$ cat src/design/odcc_pkg.sv
`timescale 1ns / 1ps

package odcc_pkg;

	// function codes of an input item
	localparam logic [1:0] FUNC_CULL  = 2'd0;
	localparam logic [1:0] FUNC_PUSH  = 2'd1;
	localparam logic [1:0] FUNC_CLEAR = 2'd2;

	// configuration register indexes
	localparam logic [1:0] REG_FAR_MULT  = 2'd0;
	localparam logic [1:0] REG_FORWARD_X = 2'd1;
	localparam logic [1:0] REG_FORWARD_Y = 2'd2;
	localparam logic [1:0] REG_FORWARD_Z = 2'd3;

	localparam logic [3:0] FAR_MULT_RESET = 4'd4;

	// queue select codes
	localparam logic [1:0] QSEL_NONE = 2'd0;
	localparam logic [1:0] QSEL_A    = 2'd1;
	localparam logic [1:0] QSEL_B    = 2'd2;
	localparam logic [1:0] QSEL_C    = 2'd3;

	// object classes
	localparam logic [7:0] TYPE_A0 = 8'd2;
	localparam logic [7:0] TYPE_A1 = 8'd9;
	localparam logic [7:0] TYPE_B  = 8'd4;
	localparam logic [7:0] TYPE_C  = 8'd5;

	localparam logic [7:0] MODE_FORCE_TWO = 8'd4;
	localparam logic [2:0] STATE_FORCED   = 3'd2;
	localparam logic [2:0] STATE_KEEP_MIN = 3'd5;

	// default queue caps
	localparam int QUEUE_A_CAP_DEF = 24;
	localparam int QUEUE_B_CAP_DEF = 40;
	localparam int QUEUE_C_CAP_DEF = 28;

	// shared multiplier operations
	localparam logic [2:0] MUL_SQ_X  = 3'd0;
	localparam logic [2:0] MUL_SQ_Y  = 3'd1;
	localparam logic [2:0] MUL_SQ_Z  = 3'd2;
	localparam logic [2:0] MUL_DOT_X = 3'd3;
	localparam logic [2:0] MUL_DOT_Y = 3'd4;
	localparam logic [2:0] MUL_DOT_Z = 3'd5;
	localparam logic [2:0] MUL_FAR   = 3'd6;
	localparam logic [2:0] MUL_THR   = 3'd7;

	localparam int SQRT_STEPS = 16;

	// distance limits
	localparam logic [10:0] NEAR_512  = 11'd512;
	localparam logic [10:0] NEAR_768  = 11'd768;
	localparam logic [10:0] NEAR_1024 = 11'd1024;
	localparam logic [12:0] FAR_7169  = 13'd7169;
	localparam logic [12:0] FAR_6657  = 13'd6657;
	localparam logic [12:0] FAR_6145  = 13'd6145;
	localparam logic [12:0] FAR_5121  = 13'd5121;
	localparam logic [12:0] FAR_4097  = 13'd4097;
	localparam logic [9:0]  THR_880   = 10'd880;
	localparam logic [9:0]  THR_872   = 10'd872;
	localparam logic [9:0]  THR_856   = 10'd856;
	localparam logic [9:0]  THR_848   = 10'd848;

	typedef struct packed {
		logic [10:0] near;
		logic [12:0] far;
		logic [9:0]  thr;
	} limits_t;

	typedef struct packed {
		logic       load;
		logic       mul_go;
		logic [2:0] mul_op;
		logic       sqrt_init;
		logic       sqrt_step;
		logic       decide;
	} cmd_t;

	typedef struct packed {
		logic is_cull;
	} sts_t;

	function automatic limits_t limits_of(logic [2:0] st, logic [7:0] ty);
		limits_t l;
		begin
			l = '{near: NEAR_1024, far: FAR_6657, thr: THR_872};
			case (st)
				3'd0: begin
					l.near = NEAR_512;
					if (ty == TYPE_B) begin
						l.far = FAR_7169;
						l.thr = THR_856;
					end else if (ty == TYPE_A0 || ty == TYPE_A1) begin
						l.far = FAR_5121;
						l.thr = THR_880;
					end else if (ty == TYPE_C) begin
						l.far = FAR_6657;
						l.thr = THR_872;
					end else begin
						l.far = FAR_6145;
						l.thr = THR_872;
					end
				end
				3'd1: l = '{near: NEAR_512, far: FAR_7169, thr: THR_856};
				3'd2: l = '{near: NEAR_768, far: FAR_4097, thr: THR_880};
				3'd3: l = '{near: NEAR_512, far: FAR_4097, thr: THR_848};
				default: l = '{near: NEAR_1024, far: FAR_6657, thr: THR_872};
			endcase
			return l;
		end
	endfunction

	function automatic logic [1:0] class_queue(logic [7:0] ty);
		logic [1:0] q;
		begin
			case (ty)
				TYPE_B:          q = QSEL_B;
				TYPE_A0, TYPE_A1: q = QSEL_A;
				TYPE_C:          q = QSEL_C;
				default:         q = QSEL_NONE;
			endcase
			return q;
		end
	endfunction

endpackage

$ cat src/design/object_distance_cone_cull.sv
`timescale 1ns / 1ps

// channel   handshake                 payload
// in        in_valid / in_stall       func, obj_handle, obj_type, delta_x/y/z,
//                                     cull_state, mode_byte, queue_suppress
// out       out_valid / out_stall     visible, forced_state_two, queue_sel, pushed,
//                                     queue_count, obj_out
// cfg       cfg_we, cfg_index         cfg_data (far_multiplier, forward_x/y/z)
//
// a cull transfer runs from accept to the next accept through seven operations on
//   the shared 17x17 multiplier, 16 steps of the one-bit-per-cycle square root, one
//   multiply for the depth threshold, a land state for that product and a decide
//   state
// push, clear and unused-code transfers skip the arithmetic and go straight to decide
// arst_n clears the controller, queue counters and config (far multiplier to 4)
// in_stall is high while an item is in work; the next item is taken while a
//   finished result still waits on out_stall, and decide holds until it leaves

module object_distance_cone_cull #(
	parameter int QUEUE_A_CAP = odcc_pkg::QUEUE_A_CAP_DEF,
	parameter int QUEUE_B_CAP = odcc_pkg::QUEUE_B_CAP_DEF,
	parameter int QUEUE_C_CAP = odcc_pkg::QUEUE_C_CAP_DEF
) (
	input  logic                clk,
	input  logic                arst_n,
	// configuration writes
	input  logic                cfg_we,
	input  logic [1:0]          cfg_index,
	input  logic [15:0]         cfg_data,
	// input channel
	input  logic                in_valid,
	output logic                in_stall,
	input  logic [1:0]          func,
	input  logic [31:0]         obj_handle,
	input  logic [7:0]          obj_type,
	input  logic signed [15:0]  delta_x,
	input  logic signed [15:0]  delta_y,
	input  logic signed [15:0]  delta_z,
	input  logic [2:0]          cull_state,
	input  logic [7:0]          mode_byte,
	input  logic                queue_suppress,
	// output channel
	output logic                out_valid,
	input  logic                out_stall,
	output logic                visible,
	output logic                forced_state_two,
	output logic [1:0]          queue_sel,
	output logic                pushed,
	output logic [5:0]          queue_count,
	output logic [31:0]         obj_out
);

	// commands from the sequencer, status back from the datapath
	odcc_pkg::cmd_t cmd;
	odcc_pkg::sts_t sts;

	// sequencer: accept, multiply schedule, root steps, decide and result valid
	odcc_ctrl u_ctrl (
		.clk       (clk),
		.arst_n    (arst_n),
		.in_valid  (in_valid),
		.in_stall  (in_stall),
		.out_valid (out_valid),
		.out_stall (out_stall),
		.sts       (sts),
		.cmd       (cmd)
	);

	// datapath: config, item capture, shared multiplier, root unit, counters,
	// result register
	odcc_dp #(
		.QUEUE_A_CAP (QUEUE_A_CAP),
		.QUEUE_B_CAP (QUEUE_B_CAP),
		.QUEUE_C_CAP (QUEUE_C_CAP)
	) u_dp (
		.clk              (clk),
		.arst_n           (arst_n),
		.cmd              (cmd),
		.sts              (sts),
		.cfg_we           (cfg_we),
		.cfg_index        (cfg_index),
		.cfg_data         (cfg_data),
		.func             (func),
		.obj_handle       (obj_handle),
		.obj_type         (obj_type),
		.delta_x          (delta_x),
		.delta_y          (delta_y),
		.delta_z          (delta_z),
		.cull_state       (cull_state),
		.mode_byte        (mode_byte),
		.queue_suppress   (queue_suppress),
		.visible          (visible),
		.forced_state_two (forced_state_two),
		.queue_sel        (queue_sel),
		.pushed           (pushed),
		.queue_count      (queue_count),
		.obj_out          (obj_out)
	);

endmodule

$ cat src/design/odcc_ctrl.sv
`timescale 1ns / 1ps

module odcc_ctrl (
	input  logic             clk,
	input  logic             arst_n,
	input  logic             in_valid,
	output logic             in_stall,
	output logic             out_valid,
	input  logic             out_stall,
	input  odcc_pkg::sts_t   sts,
	output odcc_pkg::cmd_t   cmd
);

	localparam logic [2:0] ST_IDLE   = 3'd0;
	localparam logic [2:0] ST_MUL    = 3'd1;
	localparam logic [2:0] ST_SQRT   = 3'd2;
	localparam logic [2:0] ST_THR    = 3'd3;
	localparam logic [2:0] ST_DECIDE = 3'd4;
	localparam logic [2:0] ST_LAND   = 3'd5;

	localparam logic [3:0] SQRT_LAST = 4'(odcc_pkg::SQRT_STEPS - 1);

	logic [2:0] state_q, state_d;
	logic [3:0] cnt_q, cnt_d;
	logic       out_vld_q;

	always_comb begin
		cmd     = '0;
		state_d = state_q;
		cnt_d   = cnt_q;
		case (state_q)
			ST_IDLE: begin
				if (in_valid) begin
					cmd.load = 1'b1;
					state_d  = ST_MUL;
					cnt_d    = '0;
				end
			end
			ST_MUL: begin
				if (!sts.is_cull) begin
					state_d = ST_DECIDE;
				end else begin
					cmd.mul_go = 1'b1;
					cmd.mul_op = cnt_q[2:0];
					if (cnt_q[2:0] == odcc_pkg::MUL_FAR) begin
						// sum of squares has landed by now
						cmd.sqrt_init = 1'b1;
						state_d       = ST_SQRT;
						cnt_d         = '0;
					end else begin
						cnt_d = cnt_q + 4'd1;
					end
				end
			end
			ST_SQRT: begin
				cmd.sqrt_step = 1'b1;
				if (cnt_q == SQRT_LAST) begin
					state_d = ST_THR;
				end else begin
					cnt_d = cnt_q + 4'd1;
				end
			end
			ST_THR: begin
				cmd.mul_go = 1'b1;
				cmd.mul_op = odcc_pkg::MUL_THR;
				state_d    = ST_LAND;
			end
			ST_LAND: begin
				// threshold product is written to its register here
				state_d = ST_DECIDE;
			end
			ST_DECIDE: begin
				if (!out_vld_q || !out_stall) begin
					cmd.decide = 1'b1;
					state_d    = ST_IDLE;
				end
			end
			default: state_d = ST_IDLE;
		endcase
	end

	always_ff @(posedge clk or negedge arst_n) begin
		if (!arst_n) begin
			state_q   <= ST_IDLE;
			cnt_q     <= '0;
			out_vld_q <= 1'b0;
		end else begin
			state_q <= state_d;
			cnt_q   <= cnt_d;
			if (cmd.decide) begin
				out_vld_q <= 1'b1;
			end else if (!out_stall) begin
				out_vld_q <= 1'b0;
			end
		end
	end

	assign in_stall  = (state_q != ST_IDLE);
	assign out_valid = out_vld_q;

	a_no_overwrite: assert property (@(posedge clk) disable iff (!arst_n)
		cmd.decide |-> !(out_vld_q && out_stall))
		else $error("result register overwritten while stalled");

	a_accept_starts: assert property (@(posedge clk) disable iff (!arst_n)
		(in_valid && !in_stall) |=> (state_q == ST_MUL))
		else $error("accepted transfer did not start work");

	a_result_from_decide: assert property (@(posedge clk) disable iff (!arst_n)
		$rose(out_vld_q) |-> ($past(state_q) == ST_DECIDE))
		else $error("result appeared outside decide");

endmodule

$ cat src/design/odcc_dp.sv
`timescale 1ns / 1ps

module odcc_dp #(
	parameter int QUEUE_A_CAP = odcc_pkg::QUEUE_A_CAP_DEF,
	parameter int QUEUE_B_CAP = odcc_pkg::QUEUE_B_CAP_DEF,
	parameter int QUEUE_C_CAP = odcc_pkg::QUEUE_C_CAP_DEF
) (
	input  logic                clk,
	input  logic                arst_n,
	input  odcc_pkg::cmd_t      cmd,
	output odcc_pkg::sts_t      sts,
	input  logic                cfg_we,
	input  logic [1:0]          cfg_index,
	input  logic [15:0]         cfg_data,
	input  logic [1:0]          func,
	input  logic [31:0]         obj_handle,
	input  logic [7:0]          obj_type,
	input  logic signed [15:0]  delta_x,
	input  logic signed [15:0]  delta_y,
	input  logic signed [15:0]  delta_z,
	input  logic [2:0]          cull_state,
	input  logic [7:0]          mode_byte,
	input  logic                queue_suppress,
	output logic                visible,
	output logic                forced_state_two,
	output logic [1:0]          queue_sel,
	output logic                pushed,
	output logic [5:0]          queue_count,
	output logic [31:0]         obj_out
);

	localparam logic [4:0] CAP_A = 5'(QUEUE_A_CAP);
	localparam logic [5:0] CAP_B = 6'(QUEUE_B_CAP);
	localparam logic [4:0] CAP_C = 5'(QUEUE_C_CAP);

	// configuration
	logic [3:0]         far_mult_q;
	logic signed [15:0] fwd_x_q, fwd_y_q, fwd_z_q;

	// captured item
	logic [1:0]         func_q;
	logic [31:0]        handle_q;
	logic [7:0]         type_q;
	logic signed [15:0] dx_q, dy_q, dz_q;
	logic [2:0]         eff_state_q;
	logic               forced_q;
	logic               suppress_q;

	// arithmetic
	logic signed [16:0] mul_a, mul_b;
	logic signed [33:0] prod_s1;
	logic [2:0]         tag_s1;
	logic               prod_vld_s1;
	logic [31:0]        sq_acc_q, dot_acc_q;
	logic [16:0]        far_q;
	logic [25:0]        thrd_q;
	logic [31:0]        rem_q;
	logic [30:0]        root_q, sq_bit_q;
	logic [31:0]        trial;

	// queue counters
	logic [4:0] cnt_a_q, cnt_c_q;
	logic [5:0] cnt_b_q;

	// result register
	logic        visible_q, forced_out_q, pushed_q;
	logic [1:0]  qsel_q;
	logic [5:0]  qcount_q;
	logic [31:0] obj_q;

	odcc_pkg::limits_t lim;
	logic [15:0] root_dist;
	logic        is_cull, is_push, in_range, depth_ok, keep, want_push, room, push_ok;
	logic [1:0]  cls, sel_n;
	logic [5:0]  next_cnt;

	assign lim       = odcc_pkg::limits_of(eff_state_q, type_q);
	assign root_dist = root_q[15:0];
	assign sts.is_cull = (func_q == odcc_pkg::FUNC_CULL);

	always_comb begin
		case (cmd.mul_op)
			odcc_pkg::MUL_SQ_X:  begin mul_a = {dx_q[15], dx_q};    mul_b = {dx_q[15], dx_q}; end
			odcc_pkg::MUL_SQ_Y:  begin mul_a = {dy_q[15], dy_q};    mul_b = {dy_q[15], dy_q}; end
			odcc_pkg::MUL_SQ_Z:  begin mul_a = {dz_q[15], dz_q};    mul_b = {dz_q[15], dz_q}; end
			odcc_pkg::MUL_DOT_X: begin mul_a = {fwd_x_q[15], fwd_x_q}; mul_b = {dx_q[15], dx_q}; end
			odcc_pkg::MUL_DOT_Y: begin mul_a = {fwd_y_q[15], fwd_y_q}; mul_b = {dy_q[15], dy_q}; end
			odcc_pkg::MUL_DOT_Z: begin mul_a = {fwd_z_q[15], fwd_z_q}; mul_b = {dz_q[15], dz_q}; end
			odcc_pkg::MUL_FAR:   begin mul_a = {4'b0, lim.far};     mul_b = {13'b0, far_mult_q}; end
			default:             begin mul_a = {7'b0, lim.thr};     mul_b = {1'b0, root_dist}; end
		endcase
	end

	assign trial = {1'b0, root_q} + {1'b0, sq_bit_q};

	// cull decision and queue choice
	always_comb begin
		is_cull   = (func_q == odcc_pkg::FUNC_CULL);
		is_push   = (func_q == odcc_pkg::FUNC_PUSH);
		in_range  = ({1'b0, root_dist} >= {6'b0, lim.near}) && ({1'b0, root_dist} < far_q);
		depth_ok  = $signed(dot_acc_q) >= $signed({4'b0, thrd_q, 2'b00});
		keep      = (eff_state_q >= odcc_pkg::STATE_KEEP_MIN) || (in_range && depth_ok);
		cls       = odcc_pkg::class_queue(type_q);
		want_push = is_push || (is_cull && keep && !suppress_q);
		sel_n     = want_push ? cls : odcc_pkg::QSEL_NONE;
		case (sel_n)
			odcc_pkg::QSEL_A: begin
				room     = (cnt_a_q < CAP_A);
				next_cnt = {1'b0, cnt_a_q + 5'd1};
			end
			odcc_pkg::QSEL_B: begin
				room     = (cnt_b_q < CAP_B);
				next_cnt = cnt_b_q + 6'd1;
			end
			odcc_pkg::QSEL_C: begin
				room     = (cnt_c_q < CAP_C);
				next_cnt = {1'b0, cnt_c_q + 5'd1};
			end
			default: begin
				room     = 1'b0;
				next_cnt = '0;
			end
		endcase
		push_ok = room;
	end

	always_ff @(posedge clk or negedge arst_n) begin
		if (!arst_n) begin
			far_mult_q  <= odcc_pkg::FAR_MULT_RESET;
			fwd_x_q     <= '0;
			fwd_y_q     <= '0;
			fwd_z_q     <= '0;
			cnt_a_q     <= '0;
			cnt_b_q     <= '0;
			cnt_c_q     <= '0;
			prod_vld_s1 <= 1'b0;
		end else begin
			if (cfg_we) begin
				case (cfg_index)
					odcc_pkg::REG_FAR_MULT:  far_mult_q <= cfg_data[3:0];
					odcc_pkg::REG_FORWARD_X: fwd_x_q    <= cfg_data;
					odcc_pkg::REG_FORWARD_Y: fwd_y_q    <= cfg_data;
					odcc_pkg::REG_FORWARD_Z: fwd_z_q    <= cfg_data;
					default: ;
				endcase
			end
			prod_vld_s1 <= cmd.mul_go;
			if (cmd.decide) begin
				if (func_q == odcc_pkg::FUNC_CLEAR) begin
					cnt_a_q <= '0;
					cnt_b_q <= '0;
					cnt_c_q <= '0;
				end else if (push_ok) begin
					case (sel_n)
						odcc_pkg::QSEL_A: cnt_a_q <= next_cnt[4:0];
						odcc_pkg::QSEL_B: cnt_b_q <= next_cnt;
						odcc_pkg::QSEL_C: cnt_c_q <= next_cnt[4:0];
						default: ;
					endcase
				end
			end
		end
	end

	always_ff @(posedge clk) begin
		if (cmd.load) begin
			func_q      <= func;
			handle_q    <= obj_handle;
			type_q      <= obj_type;
			dx_q        <= delta_x;
			dy_q        <= delta_y;
			dz_q        <= delta_z;
			forced_q    <= (mode_byte == odcc_pkg::MODE_FORCE_TWO);
			eff_state_q <= (mode_byte == odcc_pkg::MODE_FORCE_TWO) ?
				odcc_pkg::STATE_FORCED : cull_state;
			suppress_q  <= queue_suppress;
		end

		prod_s1 <= mul_a * mul_b;
		tag_s1  <= cmd.mul_op;

		if (cmd.load) begin
			sq_acc_q  <= '0;
			dot_acc_q <= '0;
		end else if (prod_vld_s1) begin
			case (tag_s1)
				odcc_pkg::MUL_SQ_X, odcc_pkg::MUL_SQ_Y, odcc_pkg::MUL_SQ_Z:
					sq_acc_q <= sq_acc_q + prod_s1[31:0];
				odcc_pkg::MUL_DOT_X, odcc_pkg::MUL_DOT_Y, odcc_pkg::MUL_DOT_Z:
					dot_acc_q <= dot_acc_q + prod_s1[31:0];
				odcc_pkg::MUL_FAR:
					far_q <= prod_s1[16:0];
				default:
					thrd_q <= prod_s1[25:0];
			endcase
		end

		// one result bit per step
		if (cmd.sqrt_init) begin
			rem_q    <= sq_acc_q;
			root_q   <= '0;
			sq_bit_q <= 31'(1) << 30;
		end else if (cmd.sqrt_step) begin
			if (rem_q >= trial) begin
				rem_q  <= rem_q - trial;
				root_q <= (root_q >> 1) + sq_bit_q;
			end else begin
				root_q <= root_q >> 1;
			end
			sq_bit_q <= sq_bit_q >> 2;
		end

		if (cmd.decide) begin
			visible_q    <= (is_cull && keep) || is_push;
			forced_out_q <= is_cull && forced_q;
			qsel_q       <= sel_n;
			pushed_q     <= push_ok;
			qcount_q     <= push_ok ? next_cnt : 6'd0;
			obj_q        <= (is_cull || is_push) ? handle_q : 32'd0;
		end
	end

	assign visible          = visible_q;
	assign forced_state_two = forced_out_q;
	assign queue_sel        = qsel_q;
	assign pushed           = pushed_q;
	assign queue_count      = qcount_q;
	assign obj_out          = obj_q;

	a_caps: assert property (@(posedge clk) disable iff (!arst_n)
		(cnt_a_q <= CAP_A) && (cnt_b_q <= CAP_B) && (cnt_c_q <= CAP_C))
		else $error("queue counter above its cap");

	a_push_sel: assert property (@(posedge clk) disable iff (!arst_n)
		$past(cmd.decide) && pushed_q |-> (qsel_q != odcc_pkg::QSEL_NONE) && (qcount_q != 6'd0))
		else $error("push reported without a queue or count");

	a_clear_empties: assert property (@(posedge clk) disable iff (!arst_n)
		$past(cmd.decide) && $past(func_q == odcc_pkg::FUNC_CLEAR)
		|-> (cnt_a_q == 5'd0) && (cnt_b_q == 6'd0) && (cnt_c_q == 5'd0))
		else $error("clear left a queue counter set");

endmodule

$ cat config.mk
export PLATFORM = sky130hd
export DESIGN_NAME = object_distance_cone_cull
export DESIGN_NICKNAME = d
export VERILOG_FILES = /design/src/design/odcc_pkg.sv /design/src/design/object_distance_cone_cull.sv /design/src/design/odcc_ctrl.sv /design/src/design/odcc_dp.sv
export SDC_FILE = /design/constraint.sdc
export NUM_CORES = 2
export LEC_CHECK = 0
export BUFFER_PORTS_ARGS = -buffer_cell sky130_fd_sc_hd__buf_2
export CORE_ASPECT_RATIO = 1.2
export CORE_MARGIN = 3
export CORE_UTILIZATION = 36
export CTS_BUF_LIST = sky130_fd_sc_hd__clkbuf_8
export DETAILED_ROUTE_END_ITERATION = 12
export PLACE_DENSITY_LB_ADDON = 0.12
export SETUP_SLACK_MARGIN = 0.5
export SLEW_MARGIN = 40
export SYNTH_ARGS = -nofsm -noshare
export SYNTH_HDL_FRONTEND = slang
export SYNTH_SLANG_ARGS = --single-unit
export TNS_END_PERCENT = 20
$ cat constraint.sdc
create_clock -name clk -period 24.1 [get_ports clk]
set_input_delay 3.615 -clock clk [delete_from_list [all_inputs] [get_ports clk]]
set_output_delay 3.615 -clock clk [all_outputs]
set_load 0.01 [all_outputs]
==> metrics.md <==
| Metric | Value |
|---|---|
| Result of the run | `finished clean` |
| Pin count of the biggest net entering global routing | `77` |
| Residual overflow from global routing | `0` |
| Quantity of gates resized following cts | `0` |
| Placer congestion estimate | `around 0.83` |
| Clock buffer count from CTS | `82` |
| Depth of the CTS H-tree | `3` |
| Count of flip-flops with a built-in enable after synthesis | `between 200 and 250` |
| Total number of placement rows | `around 120` |
| Number of storage elements in the synthesis netlist | `between 400 and 500` |
| Final wirelength | `just under 100 mm` |
| Global-route usage over all layers | `about a fifth` |
| Number of distinct library cells after synthesis | `about 110` |
| Routed Antenna Nets | `0` |
| Most used cell along the critical path | `sky130_fd_sc_hd__fa_1` |
| Critical path's slowest cell | `sky130_fd_sc_hd__o21a_1` |
| Post-synthesis cell area | `approximately 34000 um^2` |
| Buffers inserted during post-CTS setup optimization | `0` |
| Core Area | `roughly 94000 um^2` |
| Worst stage delay on the critical path | `0.77 ns` |
| Horizontal extent of the die | `~290 um` |
| Transition time at the pin with the least slew margin | `0.9199 ns` |
| Skew final | `between 0.05 and 0.06 ns` |
| Capturing element type of the critical path | `register` |
| RSZ-0062 raised after global routing | `false` |
| Antenna violations before repair | `1` |
| Vias | `approximately 26000` |
| Number of optimization iterations in the first detailed-route pass | `6` |
| Wire length of the first global-routing pass | `approximately 150 mm` |
| Maximum achievable frequency | `between 0.1 and 0.15 GHz` |
| Number of sinks driven by the clock tree | `roughly 440` |
| Area after detailed placement | `about 37000 um^2` |
| Sequential element share of the synthesized area | `approximately a third` |
| Final design utilization | `~40%` |
| Kind of launch point of the worst setup path | `register` |
| Area growth, synth to finish | `11.70%` |
| Hold_buf cts | `0` |
| Main synth FF type | `sky130_fd_sc_hd__edfxtp_1` |
| Proportion of synthesized flip-flops having asynchronous set or reset | `17.66%` |
| Via density | `between 5 and 6` |
| Number of remaining DRC errors | `0` |
| Setup-violating endpoint count in the final report | `0` |
| Required @ worst endpoint | `~25 ns` |
| Clock Tree Root | `sky130_fd_sc_hd__clkbuf_8` |
| Worst hold margin | `roughly 0.48 ns` |
| HPWL after detailed placement | `between 70 and 80 mm` |
| Post-DR wirelength/cell | `19.47 um` |
| Count of synthesis-stage warnings from yosys | `0` |
| Vias in the first global route | `approximately 26000` |
| Library cell occupying the most area in the post-synthesis netlist | `sky130_fd_sc_hd__edfxtp_1` |
| Top post-synthesis cells by area | `sky130_fd_sc_hd__edfxtp_1 (19%), sky130_fd_sc_hd__fa_1 (16%), sky130_fd_sc_hd__ha_1 (9.4%)` |
| Mapped Avg Cell Area | `approximately 10 um^2` |
| Worst-skew pair later-pin latency | `roughly 0.73 ns` |
| Remaining max-slew budget at the tightest pin | `38.02%` |
| Overall die area | `between 90000 and 100000 um^2` |
| Top-level I/O count | `170` |
| Final net count | `around 4300` |
| Clock transition at the registers of the reported paths | `0.06 ns` |
| Worst-path maximum fanout | `18` |
| Effective utilization at floorplan | `36.41%` |
| Type of the setup path with the least slack | `register to register` |
| Total negative slack for setup checks | `0 ns` |
| Max Root-Sink Buffers | `3` |
| Detailed router's first-iteration violation count | `roughly 1500` |
| Layout Cell Area excl Fill | `between 30000 and 40000 um^2` |
| Cells after Synth | `3488` |
| Area share of the largest cell type after synthesis | `between 10% and 20%` |
| Final worst-path cycle share | `a little under two fifths` |
| Fraction of final layout cells sized beyond drive strength 1 | `between 10% and 20%` |
| Number of buffers inserted by port buffering | `169` |
| Number of hold violations in the final report | `0` |
| Arrival time at the worst endpoint | `9.58 ns` |
| DIE HEIGHT | `~340 um` |
| Kind of path behind the tightest hold check | `register to register` |
| Fin crit period | `between 8 and 9 ns` |
| Max-cap violations | `0` |
| Clock tree from TritonCTS | `yes` |
| Nets in the synthesized netlist | `between 4000 and 5000` |
| Max-slew violation count | `0` |
==> synth_stat cells (9+ instances only) <==
library cell,count
sky130_fd_sc_hd__nor4_1,11
sky130_fd_sc_hd__nor3_1,31
sky130_fd_sc_hd__inv_1,421
sky130_fd_sc_hd__clkbuf_1,81
sky130_fd_sc_hd__or2_2,11
sky130_fd_sc_hd__nand3_1,53
sky130_fd_sc_hd__mux2i_1,25
sky130_fd_sc_hd__a21oi_1,218
sky130_fd_sc_hd__a31oi_1,31
sky130_fd_sc_hd__o31ai_1,12
sky130_fd_sc_hd__and2_1,20
sky130_fd_sc_hd__nand2b_1,55
sky130_fd_sc_hd__a211oi_1,26
sky130_fd_sc_hd__buf_1,9
sky130_fd_sc_hd__o211ai_1,12
sky130_fd_sc_hd__a21o_1,68
sky130_fd_sc_hd__xnor2_1,107
sky130_fd_sc_hd__dfxtp_1,146
sky130_fd_sc_hd__nor2_1,310
sky130_fd_sc_hd__o21a_1,29
sky130_fd_sc_hd__nor2b_1,73
sky130_fd_sc_hd__or3_1,11
sky130_fd_sc_hd__o21bai_1,30
sky130_fd_sc_hd__mux2_2,66
sky130_fd_sc_hd__o21ai_0,132
sky130_fd_sc_hd__a221oi_1,13
sky130_fd_sc_hd__o21ai_1,16
sky130_fd_sc_hd__fa_1,278
sky130_fd_sc_hd__a222oi_1,13
sky130_fd_sc_hd__dfrtp_1,76
sky130_fd_sc_hd__nand4_1,16
sky130_fd_sc_hd__nand2_1,326
sky130_fd_sc_hd__nand3b_1,11
sky130_fd_sc_hd__buf_2,17
sky130_fd_sc_hd__and3_1,14
sky130_fd_sc_hd__ha_1,257
sky130_fd_sc_hd__a22oi_1,13
sky130_fd_sc_hd__edfxtp_1,213
sky130_fd_sc_hd__nor3b_1,12
sky130_fd_sc_hd__xor2_1,56
==> worst max-delay path, delay by kind of cell, from the launching register on <==
family | cells | cell delay, ns
compound gates | 11 | 3.25
xor+xnor | 1 | 0.14
fa+ha+maj | 7 | 3.75
buf+inv | 5 | 0.57
flops | 1 | 0.62
simple gates | 4 | 0.54
==> cell type report <==
cell class | count | area [um^2]
clock inverters | 63 | 340.3
multi-input cells | 2512 | 20910
clock buffers | 91 | 1252
fillers | 9550 | 55700
flip-flops and latches | 436 | 11250
repair buffers | 221 | 1255
well taps | 1250 | 1564
inverters | 424 | 1602
diodes | 1 | 2.502
==> metrics by stage <==
stage	setup slack (ns)	instances
after floorplan	16.43	3488
after global placement	15.28	4839
after detailed placement	15.17	4842
after CTS	15.11	4996
after global routing	14.56	4998
final	15.13	4998
==> logic make-up after synthesis <==
| kind of cell | share of synthesized area (%) |
|---|---|
| AO/OA/AOI/OAI | 14.59 |
| XOR/XNOR | 4.177 |
| adder cells (fa/ha/maj) | 25.69 |
| buffers and inverters | 6.147 |
| flip-flops | 32.91 |
| multiplexers | 3.038 |
| AND/OR/NAND/NOR | 13.45 |
==> path summary, 6_finish.rpt <==
kind / from / depth (start not counted) / slack, ns / endpoint
worst min-delay path: u_dp.sq_acc_q[6]$_SDFFE_PP0P_ / 2 / 0.48 / u_dp.sq_acc_q[6]$_SDFFE_PP0P_
worst min register to register: u_dp.sq_acc_q[6]$_SDFFE_PP0P_ / 2 / 0.48 / u_dp.sq_acc_q[6]$_SDFFE_PP0P_
worst max-delay path: u_ctrl.state_q[2]$_DFFE_PN0P_ / 28 / 15.13 / u_dp.prod_s1[30]$_DFF_P_
max in group asynchronous: arst_n / 3 / 20.37 / u_dp.fwd_z_q[15]$_DFFE_PN0P_
worst max register to register: u_ctrl.state_q[2]$_DFFE_PN0P_ / 28 / 15.13 / u_dp.prod_s1[30]$_DFF_P_
min in group asynchronous: arst_n / 1 / 2.81 / u_ctrl.cnt_q[3]$_DFFE_PN0P_
==> layer usage <==
layer	routed length, um	vias up	global-route usage [%]
li1	-	12330	-
met1	40770	12660	24.11
met2	50830	404	36.04
met3	3195	132	2.492
met4	2505	0	5.932
met5	0	-	0
==> flip-flops by register name (all words and copies together) (netlist names), 17 cells and up <==
| signal | count |
|---|---|
| u_dp.far_q | 17 |
| u_dp.prod_s1 | 32 |
| u_dp.rem_q | 32 |
| u_dp.root_q | 31 |
| u_dp.handle_q | 32 |
| u_dp.sq_acc_q | 32 |
| u_dp.obj_out | 32 |
| u_dp.thrd_q | 26 |
| u_dp.dot_acc_q | 32 |
==> cell usage in the layout, fill, tap and decap left out, types with 26 or more instances in the layout <==
master	instances
sky130_fd_sc_hd__o21bai_1	30
sky130_fd_sc_hd__ha_1	257
sky130_fd_sc_hd__o21ai_0	130
sky130_fd_sc_hd__dfrtp_1	76
sky130_fd_sc_hd__xnor2_1	107
sky130_fd_sc_hd__nor3_1	30
sky130_fd_sc_hd__edfxtp_1	213
sky130_fd_sc_hd__buf_4	51
sky130_fd_sc_hd__a21oi_1	218
sky130_fd_sc_hd__nand3_1	52
sky130_fd_sc_hd__a21o_1	68
sky130_fd_sc_hd__mux2_2	66
sky130_fd_sc_hd__nand2b_1	55
sky130_fd_sc_hd__o21a_1	29
sky130_fd_sc_hd__clkbuf_8	91
sky130_fd_sc_hd__nor2_1	307
sky130_fd_sc_hd__nand2_1	326
sky130_fd_sc_hd__a31oi_1	31
sky130_fd_sc_hd__xor2_1	56
sky130_fd_sc_hd__fa_1	278
sky130_fd_sc_hd__buf_2	168
sky130_fd_sc_hd__a211oi_1	26
sky130_fd_sc_hd__inv_1	455
sky130_fd_sc_hd__dfxtp_1	146
sky130_fd_sc_hd__nor2b_1	72
Power is left out: the tool's default activity adds up to more than one toggle a clock period on the data nets, which glitch-free logic cannot reach.
